$ cat config.mk
export PLATFORM = sky130hd
export DESIGN_NAME = coincident_spike_noise_marker_core
export DESIGN_NICKNAME = d
export VERILOG_FILES = /design/src/sv/csnm_pkg.sv /design/src/sv/csnm_out_reg.sv /design/src/sv/coincident_spike_noise_marker_core.sv
export SDC_FILE = /design/constraint.sdc
export NUM_CORES = 2
export LEC_CHECK = 0
export ABC_AREA = 1
export ABC_CLOCK_PERIOD_IN_PS = 7600
export BUFFER_PORTS_ARGS = -buffer_cell sky130_fd_sc_hd__buf_2
export CAP_MARGIN = 20
export CORE_ASPECT_RATIO = 1.2
export CORE_MARGIN = 5
export CORE_UTILIZATION = 50
export DETAILED_ROUTE_END_ITERATION = 10
export HOLD_SLACK_MARGIN = 0.1
export PLACE_DENSITY = 0.71
export SYNTH_ARGS = -nofsm -noshare
export SYNTH_HDL_FRONTEND = slang
export SYNTH_HIERARCHICAL = 1
export SYNTH_SLANG_ARGS = --single-unit
$ cat constraint.sdc
create_clock -name clk -period 7.6 [get_ports clk]
set_clock_uncertainty 0.2 [all_clocks]
set_input_delay 0.76 -clock clk [delete_from_list [all_inputs] [get_ports clk]]
set_output_delay 0.76 -clock clk [all_outputs]
set_load 0.05 [all_outputs]
$ cat src/sv/csnm_pkg.sv
// ----------------------------------------------------------------------------
// csnm_pkg
// Shared widths, register indexes and item types of the coincident spike
// noise marker.
// ----------------------------------------------------------------------------
`default_nettype none

package csnm_pkg;

	// Field widths
	localparam int STAMP_W = 32;
	localparam int CHAN_W  = 16;
	localparam int CODE_W  = 8;
	localparam int THR_W   = 6;
	localparam int PKT_W   = CHAN_W + CODE_W;

	// Default buffer depth
	localparam int RUN_DEPTH_DEF = 64;

	// Configuration port
	localparam int CFG_IDX_W  = 1;
	localparam int CFG_DATA_W = 8;
	localparam logic [CFG_IDX_W-1:0] REG_RUN_THRESHOLD = 1'd0;
	localparam logic [CFG_IDX_W-1:0] REG_NOISE_CODE    = 1'd1;

	// Reset values
	localparam logic [THR_W-1:0]   THR_RESET   = '0;
	localparam logic [CODE_W-1:0]  NOISE_RESET = '1;
	localparam logic [STAMP_W-1:0] STAMP_NONE  = '1;

	typedef struct packed {
		logic [STAMP_W-1:0] stamp;
		logic [CHAN_W-1:0]  channel_id;
		logic [CODE_W-1:0]  unit_in;
		logic               end_of_stream;
	} in_item_t;

	typedef struct packed {
		logic [STAMP_W-1:0] stamp_out;
		logic [CHAN_W-1:0]  channel_out;
		logic [CODE_W-1:0]  unit_out;
		logic               last_of_run;
	} out_item_t;

endpackage

`default_nettype wire

$ cat src/sv/csnm_out_reg.sv
// ----------------------------------------------------------------------------
// csnm_out_reg
// Output register of the result channel: holds one item until the
// downstream side takes it and reports when a new item may be loaded.
// ----------------------------------------------------------------------------
`default_nettype none

module csnm_out_reg (
	input  wire                 clk,
	input  wire                 arst_n,
	input  wire                 load,
	input  csnm_pkg::out_item_t item,
	output logic                free,
	output logic                out_valid,
	input  wire                 out_stall,
	output csnm_pkg::out_item_t out_data
);
	import csnm_pkg::*;

	logic      valid_q;
	out_item_t data_q;

	// Slot is free when empty or being taken this cycle
	assign free      = !valid_q || !out_stall;
	assign out_valid = valid_q;
	assign out_data  = data_q;

	// Track occupancy
	always_ff @(posedge clk or negedge arst_n) begin
		if (!arst_n) begin
			valid_q <= 1'b0;
		end else if (load) begin
			valid_q <= 1'b1;
		end else if (!out_stall) begin
			valid_q <= 1'b0;
		end
	end

	// Capture payload
	always_ff @(posedge clk) begin
		if (load) begin
			data_q <= item;
		end
	end

endmodule

`default_nettype wire

$ cat src/sv/coincident_spike_noise_marker_core.sv
// An item that does not close a run is taken and emits nothing; an item
// that closes a run of n packets starts emission: each packet is read from
// the packet memory into a read register and then into the output register,
// one result per cycle while the output does not stall. Input stalls while a
// run is emitted (one memory read port). Reset clears control state only;
// the packet memory is not cleared and needs no clearing pass.
// ----------------------------------------------------------------------------
// coincident_spike_noise_marker_core
// Holds runs of spike packets with a common timestamp in a packet memory and
// emits each run, marked with the noise code when too long (flush: only on overflow).
// ----------------------------------------------------------------------------
`default_nettype none

module coincident_spike_noise_marker_core #(
	parameter int RUN_DEPTH = csnm_pkg::RUN_DEPTH_DEF
) (
	input  wire                                    clk,
	input  wire                                    arst_n,
	input  wire                                    cfg_we,
	input  wire  [csnm_pkg::CFG_IDX_W-1:0]         cfg_index,
	input  wire  [csnm_pkg::CFG_DATA_W-1:0]        cfg_data,
	input  wire                                    in_valid,
	output logic                                   in_stall,
	input  csnm_pkg::in_item_t                     in_data,
	output logic                                   out_valid,
	input  wire                                    out_stall,
	output csnm_pkg::out_item_t                    out_data
);
	import csnm_pkg::*;

	localparam int CW   = $clog2(RUN_DEPTH + 1);
	localparam int AW   = $clog2(RUN_DEPTH);
	localparam int CMPW = (CW > THR_W) ? CW : THR_W;
	localparam logic [CW-1:0] CNT_FULL = CW'(RUN_DEPTH);
	localparam logic [CW-1:0] CNT_ONE  = CW'(1);

	typedef enum logic [1:0] {
		ST_IDLE = 2'b01,
		ST_EMIT = 2'b10
	} state_t;

	// Control state
	state_t             state_q;
	logic [CW-1:0]      cnt_q;
	logic [STAMP_W-1:0] held_stamp_q;
	logic               run_marked_q;
	logic [THR_W-1:0]   thr_q;
	logic [CODE_W-1:0]  noise_q;
	logic               pend_q;
	logic [CW-1:0]      iss_q;
	logic               rd_full_q;

	// Emission payload
	logic [PKT_W-1:0]   pend_pkt_q;
	logic [STAMP_W-1:0] emit_stamp_q;
	logic               emit_mark_q;
	logic               rd_last_q;
	logic [PKT_W-1:0]   mem_rd_q;

	// Packet memory
	logic [PKT_W-1:0]   mem [RUN_DEPTH];

	logic               acc;
	logic               empty;
	logic               same;
	logic               full;
	logic               do_emit;
	logic               over_thr;
	logic [PKT_W-1:0]   in_pkt;
	logic               out_free;
	logic               load;
	logic               issue;
	logic               done;
	logic               mem_we;
	logic [AW-1:0]      mem_waddr;
	logic [PKT_W-1:0]   mem_wdata;
	out_item_t          item;

	// Accept only while idle
	assign in_stall = (state_q != ST_IDLE);
	assign acc      = in_valid && !in_stall;

	// Classify the incoming item against the held run
	assign empty    = (cnt_q == '0);
	assign same     = (in_data.stamp == held_stamp_q);
	assign full     = (cnt_q == CNT_FULL);
	assign do_emit  = !empty && (!same || full);
	assign over_thr = CMPW'(cnt_q) > CMPW'(thr_q);
	assign in_pkt   = {in_data.channel_id, in_data.unit_in};

	// Emission read pipeline
	assign load  = (state_q == ST_EMIT) && rd_full_q && out_free;
	assign issue = (state_q == ST_EMIT) && (iss_q != cnt_q) && (!rd_full_q || load);
	assign done  = (state_q == ST_EMIT) && (iss_q == cnt_q) && !rd_full_q;

	// Select the memory write: store a packet or restart with the pending one
	always_comb begin
		mem_we    = 1'b0;
		mem_waddr = cnt_q[AW-1:0];
		mem_wdata = in_pkt;
		if (acc && !in_data.end_of_stream && !do_emit) begin
			mem_we = 1'b1;
		end else if (done && pend_q) begin
			mem_we    = 1'b1;
			mem_waddr = '0;
			mem_wdata = pend_pkt_q;
		end
	end

	// Write and read the packet memory
	always_ff @(posedge clk) begin
		if (mem_we) begin
			mem[mem_waddr] <= mem_wdata;
		end
		if (issue) begin
			mem_rd_q  <= mem[iss_q[AW-1:0]];
			rd_last_q <= (iss_q == cnt_q - CNT_ONE);
		end
	end

	// Configuration registers
	always_ff @(posedge clk or negedge arst_n) begin
		if (!arst_n) begin
			thr_q   <= THR_RESET;
			noise_q <= NOISE_RESET;
		end else if (cfg_we) begin
			case (cfg_index)
				REG_RUN_THRESHOLD: thr_q   <= cfg_data[THR_W-1:0];
				REG_NOISE_CODE:    noise_q <= cfg_data[CODE_W-1:0];
				default: ;
			endcase
		end
	end

	// Run control
	always_ff @(posedge clk or negedge arst_n) begin
		if (!arst_n) begin
			state_q      <= ST_IDLE;
			cnt_q        <= '0;
			held_stamp_q <= STAMP_NONE;
			run_marked_q <= 1'b0;
			pend_q       <= 1'b0;
			iss_q        <= '0;
			rd_full_q    <= 1'b0;
		end else begin
			case (state_q)
				ST_IDLE: begin
					iss_q <= '0;
					if (acc) begin
						if (in_data.end_of_stream) begin
							// Flush the held run
							run_marked_q <= 1'b0;
							held_stamp_q <= STAMP_NONE;
							pend_q       <= 1'b0;
							if (!empty) begin
								state_q <= ST_EMIT;
							end
						end else begin
							held_stamp_q <= in_data.stamp;
							if (do_emit) begin
								// Close the run, hold the new packet aside
								state_q      <= ST_EMIT;
								pend_q       <= 1'b1;
								run_marked_q <= same;
							end else begin
								cnt_q <= cnt_q + CNT_ONE;
								if (empty) begin
									run_marked_q <= 1'b0;
								end
							end
						end
					end
				end
				ST_EMIT: begin
					if (issue) begin
						iss_q     <= iss_q + CNT_ONE;
						rd_full_q <= 1'b1;
					end else if (load) begin
						rd_full_q <= 1'b0;
					end
					if (done) begin
						state_q <= ST_IDLE;
						cnt_q   <= pend_q ? CNT_ONE : '0;
						pend_q  <= 1'b0;
					end
				end
				default: begin
					state_q <= ST_IDLE;
				end
			endcase
		end
	end

	// Latch emission context when a run closes
	always_ff @(posedge clk) begin
		if (acc && (in_data.end_of_stream || do_emit)) begin
			emit_stamp_q <= held_stamp_q;
			pend_pkt_q   <= in_pkt;
			if (in_data.end_of_stream) begin
				emit_mark_q <= run_marked_q;
			end else begin
				emit_mark_q <= same || run_marked_q || over_thr;
			end
		end
	end

	// Form the result item
	always_comb begin
		item.stamp_out   = emit_stamp_q;
		item.channel_out = mem_rd_q[PKT_W-1:CODE_W];
		item.unit_out    = emit_mark_q ? noise_q : mem_rd_q[CODE_W-1:0];
		item.last_of_run = rd_last_q;
	end

	csnm_out_reg u_out_reg (
		.clk       (clk),
		.arst_n    (arst_n),
		.load      (load),
		.item      (item),
		.free      (out_free),
		.out_valid (out_valid),
		.out_stall (out_stall),
		.out_data  (out_data)
	);

endmodule

`default_nettype wire

-- After elaboration in Yosys (flattened, before gate mapping)
Memory sizes are Yosys's and may differ from the RTL's. A register that Yosys moved wholly into a read port is not among the register bits.
Index checks and enable logic that the tools add are counted.
- flip-flop bits (word level): 181
- memory bits (writable): 1536
- input port bits: 71
- output and inout bits: 59
- word-level logic and storage cells: 116
- memories kept: 1
- memory list (name ; depth ; bits a word ; read ports ; clocked after Yosys merged registers in ; write ports ; RTL line ; source):
    mem ; 64 ; 24 ; 1 ; 1 ; 1 ; coincident_spike_noise_marker_core.sv:61 ; logic [PKT_W-1:0] mem [RUN_DEPTH];
- add/sub/neg operators: 3
- magnitude comparators: 1
- equality and inequality tests: 16
- muxes and demuxes: 37
- bitwise operators: 1
- reduce and logical (&&, ||, !) cells: 39
- operators with widths (operator ; number):
    $mux 24 ; 2
    $mux 7 ; 5
    $eq 32x32->1 ; 1
    $mux 32 ; 1
    $pmux 7 s2 ; 2
    $mux 1 ; 17
    $add 7x1->7 const B ; 2
    $eq 7x7->1 ; 2
    $logic_and 1x1->1 ; 12
    $mux 6 ; 2
    $mux 2 ; 5
    $ne 2x2->1 const B ; 5
    $reduce_and 2->1 ; 5
    $logic_not 1->1 ; 8
    $mux 8 ; 1
    $reduce_and 4->1 ; 2
    $eq 7x7->1 const B ; 1
    $gt 7x6->1 ; 1
    $logic_not 7->1 ; 1
    $ne 7x7->1 ; 1
    $sub 7x1->7 const B ; 1
    $logic_or 1x1->1 ; 6
    $ne 3x3->1 const B ; 2
    $reduce_and 5->1 ; 1
    9 further kinds ; 11

-- Depth between registers and ports, before layout
- depth after elaboration: 9
- gate-level depth with buffers: 14

-- Modules after synthesis
The synthesis kept the hierarchy.
- modules (own cells, without submodules) (module ; times used ; cells an instance ; area an instance (um^2) ; sequential area each (um^2)):
    coincident_spike_noise_marker_core ; 1 ; 4962 ; 66413.7 ; 50264.5
    csnm_out_reg ; 1 ; 61 ; 1752.9 ; 1736.7

-- Worst setup path before layout
OpenSTA, ideal clock, no wires.
- path type: input port to flip-flop
- start: input port out_stall
- end: register u_out_reg.data_q (netlist bit u_out_reg/out_data[0]) (enable)
- arrival: 4820 ps
- data required time: 6856 ps
- path slack: 2036 ps
- stages: 3
- path through: nand2_2 inv_1 nor3_1
- word-level cells in the longest chain between the ends: 3
- ends and longest elaborated chain (item ; RTL line ; source):
    start: declaration ; coincident_spike_noise_marker_core.sv:26 ; input wire out_stall,
    $logic_not 1->1 ; csnm_out_reg.sv:24 ; assign free = !valid_q || !out_stall;
    $logic_or 1x1->1 ; csnm_out_reg.sv:24 ;
    $logic_and 1x1->1 ; coincident_spike_noise_marker_core.sv:92 ; assign load = (state_q == ST_EMIT) && rd_full_q && out_free;
    net load ; coincident_spike_noise_marker_core.sv:71 ; logic load;
    end signal: assignment ; csnm_out_reg.sv:42 ; data_q <= item;
    end: declaration ; csnm_out_reg.sv:21 ; out_item_t data_q;
The timed path passes the listed nets, and every way through them passes these cells.
A chain may end at the register's enable or synchronous reset.

-- Worst setup path after layout
- start: register state_q[0]
- end: memory mem[19][12] (netlist bit) (enable)
- word-level cells in the longest chain between the ends: 8
- elaborated cells between the ends (all ways): 15
- those cells by class: eq/ne (2); mux (6); reduce/logical (7)
- ends and longest elaborated chain (item ; RTL line ; source):
    start: declaration ; coincident_spike_noise_marker_core.sv:43 ; state_t state_q;
    start signal: assignment ; coincident_spike_noise_marker_core.sv:138 ; state_q <= ST_IDLE;
    start signal: assignment ; coincident_spike_noise_marker_core.sv:156 ; state_q <= ST_EMIT;
    start signal: assignment ; coincident_spike_noise_marker_core.sv:162 ; state_q <= ST_EMIT;
    $eq 2x2->1 / $ne 2x1->1 (equally long branches) ; coincident_spike_noise_marker_core.sv:94, coincident_spike_noise_marker_core.sv:80 ;
    $logic_and 1x1->1 / $logic_not 1->1 (equally long branches) ; coincident_spike_noise_marker_core.sv:94, coincident_spike_noise_marker_core.sv:81 ;
    $logic_and 1x1->1, on equally long branches ; coincident_spike_noise_marker_core.sv:94, coincident_spike_noise_marker_core.sv:81 ;
    $logic_and 1x1->1, on equally long branches ; coincident_spike_noise_marker_core.sv:103, coincident_spike_noise_marker_core.sv:101 ;
    $mux 1 / $logic_and 1x1->1 (equally long branches) ; coincident_spike_noise_marker_core.sv:103, coincident_spike_noise_marker_core.sv:101 ;
    $mux 1 ; coincident_spike_noise_marker_core.sv:101 ; if (acc && !in_data.end_of_stream && !do_emit) begin
    $mux 1 ; coincident_spike_noise_marker_core.sv:112 ; if (mem_we) begin
    $mux 1 (implied by the code) ; coincident_spike_noise_marker_core.sv:113 ; mem[mem_waddr] <= mem_wdata;
    end: declaration ; coincident_spike_noise_marker_core.sv:61 ;
Several ways; a longest one is shown, not always the timed one.

==> flow_summary.json <==
{
  "status": "completed",
  "place.gp.congestion": 0.8415,
  "r2r_cells": 9,
  "viasPerCell": 6.167,
  "mostFrequentLayoutCells": "1675 x edfxtp_1, 814 x nor2_1, 813 x o21ai_0",
  "path_cells": "nand2_1 > nor2_1 > inv_1 > nor2_1 > nand2_1 > nand2_2 > nand3_1 > nor2_2 > buf_4",
  "synthMuxAreaShare": 0.006388,
  "fillers": 10414,
  "drtPass1Iterations": 8,
  "clockRootBuffer": "clkbuf_16",
  "rows": 148,
  "slowest_delay_ns": 1.01,
  "drc": 0,
  "grt_max_degree": 233,
  "ant_nets": 0,
  "grt_pass1_vias": 42111,
  "ys_ff_latch": 1741,
  "synthSimpleGateAreaFrac": 0.08609,
  "yosysSeqAreaShare": 0.7629,
  "synth.cell_area_um2": 68170,
  "dieArea_um2": 143800,
  "cp-start-kind": "flip-flop",
  "timing.final.crit_share": 0.7016,
  "r2r-end": "mem[19][12]",
  "hold_path.class": "flip-flop to flip-flop",
  "place_inst": 6718,
  "cts_max_level": 4,
  "total_power_uw": 22140,
  "final.setup.tns_ns": 0,
  "numCtsBuffers": 160,
  "hold_viol_final": 0,
  "clkTransAtPathRegs_ns": 0.06,
  "reg2reg_slack_ns": 2.27,
  "synth_nets": 5103,
  "clkLatencyLatePin_ns": 0.81,
  "synth_cells": 5023,
  "area_delta_synth_final_pct": 12.34,
  "drt_wl_total_um": 179400,
  "core_um2": 135600,
  "antenna_found_initial": 8,
  "io-pin-count": 130,
  "cts_num_sinks": 1741,
  "rsz0062_at_grt": "false",
  "grt_usage": 0.2425,
  "final_nets": 5226,
  "synth_top_family_by_area": "compound AO/OA/AOI/OAI gates",
  "crit_fanout": 33,
  "synth-compound-area-share": 0.1123,
  "die_w_um": 347.1,
  "final_util": 0.5649,
  "detailed_place_hpwl_um": 94090,
  "wl_per_cell_um": 25.35,
  "die_height_um": 414.5,
  "grt_pass1_wl_um": 265000,
  "tightestPinTransition_ns": 1.155,
  "start_util": 0.5029,
  "post_cts.repair.setup_buffers": 0,
  "endpoint_kind": "flip-flop",
  "vias": 43643,
  "synthAdderAreaFrac": 0.001652,
  "synth_ff_type": "edfxtp_1",
  "holdPathEnd": "u_out_reg/out_data[56]",
  "cp.arrival_ns": 5.63,
  "hold-path-cell-count": 0,
  "yosys.area_share.xor_xnor": 0.004938,
  "max_freq_ghz": 0.1875,
  "async_reset_ff_frac": 0.03791,
  "port-buffer-count": 129,
  "drt_iter0_markers": 5630,
  "cp_slowest_cell": "nor2_2",
  "final_cells": 7077,
  "path_class": "flip-flop to flip-flop",
  "finalSetupViolCount": 0,
  "timing.rr.start": "state_q[0]",
  "cts_buffer_depth": 3,
  "max_cap_violations": 0,
  "min_from": "emit_stamp_q[31]",
  "slew-limit-headroom": 0.2302,
  "crit_required_ns": 7.90,
  "final_common_cell": "edfxtp_1",
  "slew_violations": 0,
  "period_minus_slack_ns": 5.332,
  "grt.overflow.total": 0,
  "synth_cell_types": 40,
  "yosys_warnings": 6,
  "postSynthAreaPerCell_um2": 13.57,
  "power_density_nw_per_um2": 289.2,
  "max-vdd-ir-drop_uv": 210.5,
  "leakage_uw": 0.02520,
  "cts_tree": "yes",
  "layout-drive-gt1-share": 0.1200,
  "synth_edf_count": 1675
}
-- synthesized netlist by cell type (2+ instances only) --
library cell	count	area, µm²
a21oi_1	83	415.4
a22oi_1	11	82.58
buf_1	9	33.78
buf_2	88	440.4
buf_4	18	135.1
buf_6	5	56.30
clkbuf_1	221	829.6
clkinv_1	3	11.26
dfrtp_1	25	625.6
dfstp_2	41	1077
edfxtp_1	1675	50300
ha_1	9	112.6
inv_1	63	236.5
inv_2	4	15.01
mux2_2	20	225.2
mux2_4	14	210.2
nand2_1	339	1272
nand2_2	3	18.77
nand3_1	214	1071
nand3_2	6	60.06
nand4_1	14	87.58
nor2_1	873	3277
nor3_1	6	30.03
o211ai_1	46	345.3
o21ai_0	813	4069
o21ai_1	2	10.01
o221ai_1	146	1279
o22ai_1	227	1420
o32ai_1	2	17.52
xnor2_1	23	201.4
xnor2_2	4	65.06
xor2_1	8	70.07
-- per-layer routing --
layer | vias to the layer above | GRT usage | share of wire
met1 | 21615 | 0.3308 | 0.38
met2 | 2575 | 0.3831 | 0.47
met5 | - | 0 | 0.00023
met3 | 431 | 0.04731 | 0.10
li1 | 19014 | - | -
met4 | 8 | 0.1072 | 0.049
-- cells by family after synthesis --
group / Yosys count
adders and majority gates: 9
and+or+nand+nor: 1461
AOI/OAI and AO/OA: 1332
xor gates and xnor gates: 35
buffers and inverters: 411
DFF: 1741
muxes: 34
-- report_power, final --
| group | switching, µW | internal, µW |
|---|---|---|
| Combinational | 2160 | 757 |
| Sequential | 179 | 11000 |
| Clock | 3470 | 4580 |
-- state kept, by name, indices dropped and copies added, names as in the netlist --
register / count
state_q: 2
u_out_reg/out_valid: 1
emit_stamp_q: 32
run_marked_q: 1
pend_q: 1
u_out_reg/out_data: 57
cnt_q: 7
iss_q: 7
mem_rd_q: 24
pend_pkt_q: 24
thr_q: 6
rd_last_q: 1
noise_q: 8
mem: 1536
rd_full_q: 1
emit_mark_q: 1
held_stamp_q: 32
-- worst max-delay path: cells and delay by family (launching register included) --
family	cells	cell delay (ns)
buffers and inverters	2	0.81
AND/OR/NAND/NOR	7	3.49
flip-flops	1	0.53
-- how the worst max path moves through the flow --
stage	startpoint	endpoint	slack [ns]	depth (start not counted)
6_report	state_q[0]	mem[19][12]	2.27	9
5_1_grt	state_q[0]	mem[19][12]	1.90	9
4_1_cts	state_q[0]	mem[19][14]	2.23	9
3_5_place_dp	in_valid	mem[19][14]	2.18	10
3_3_place_gp	in_valid	mem[19][13]	2.27	10
2_1_floorplan	out_stall	u_out_reg/out_data[0]	2.04	3
-- metrics by stage --
step / worst slack, ns / instance area (µm²) / hold slack, ns
after floorplan: 2.036 / 68170 / 0.2003
after global placement: 2.271 / 70690 / 0.2022
after detailed placement: 2.182 / 70690 / 0.2045
after CTS: 2.231 / 76570 / 0.2169
after global routing: 1.904 / 76570 / 0.2211
final: 2.268 / 76580 / 0.2158
-- area by class of cell --
cell class / count / area, µm² / share of cell area
repair buffers: 302 / 2185 / 0.02853
diodes: 4 / 10.01 / 0.0001307
well taps: 1800 / 2252 / 0.02941
clock buffers: 192 / 4218 / 0.05508
inverters: 70 / 282.8 / 0.003693
multi-input cells: 2871 / 14620 / 0.1909
clock inverters: 97 / 999.7 / 0.01305
flip-flops and latches: 1741 / 52010 / 0.6792
-- timing repair --
action                                 4_1_cts  5_1_grt
resized for setup                            0        0
endpoints found under the hold margin       96        0
setup endpoints to repair                    0        0
hold buffers                                66        0
Power figures use the tool's default switching activity.
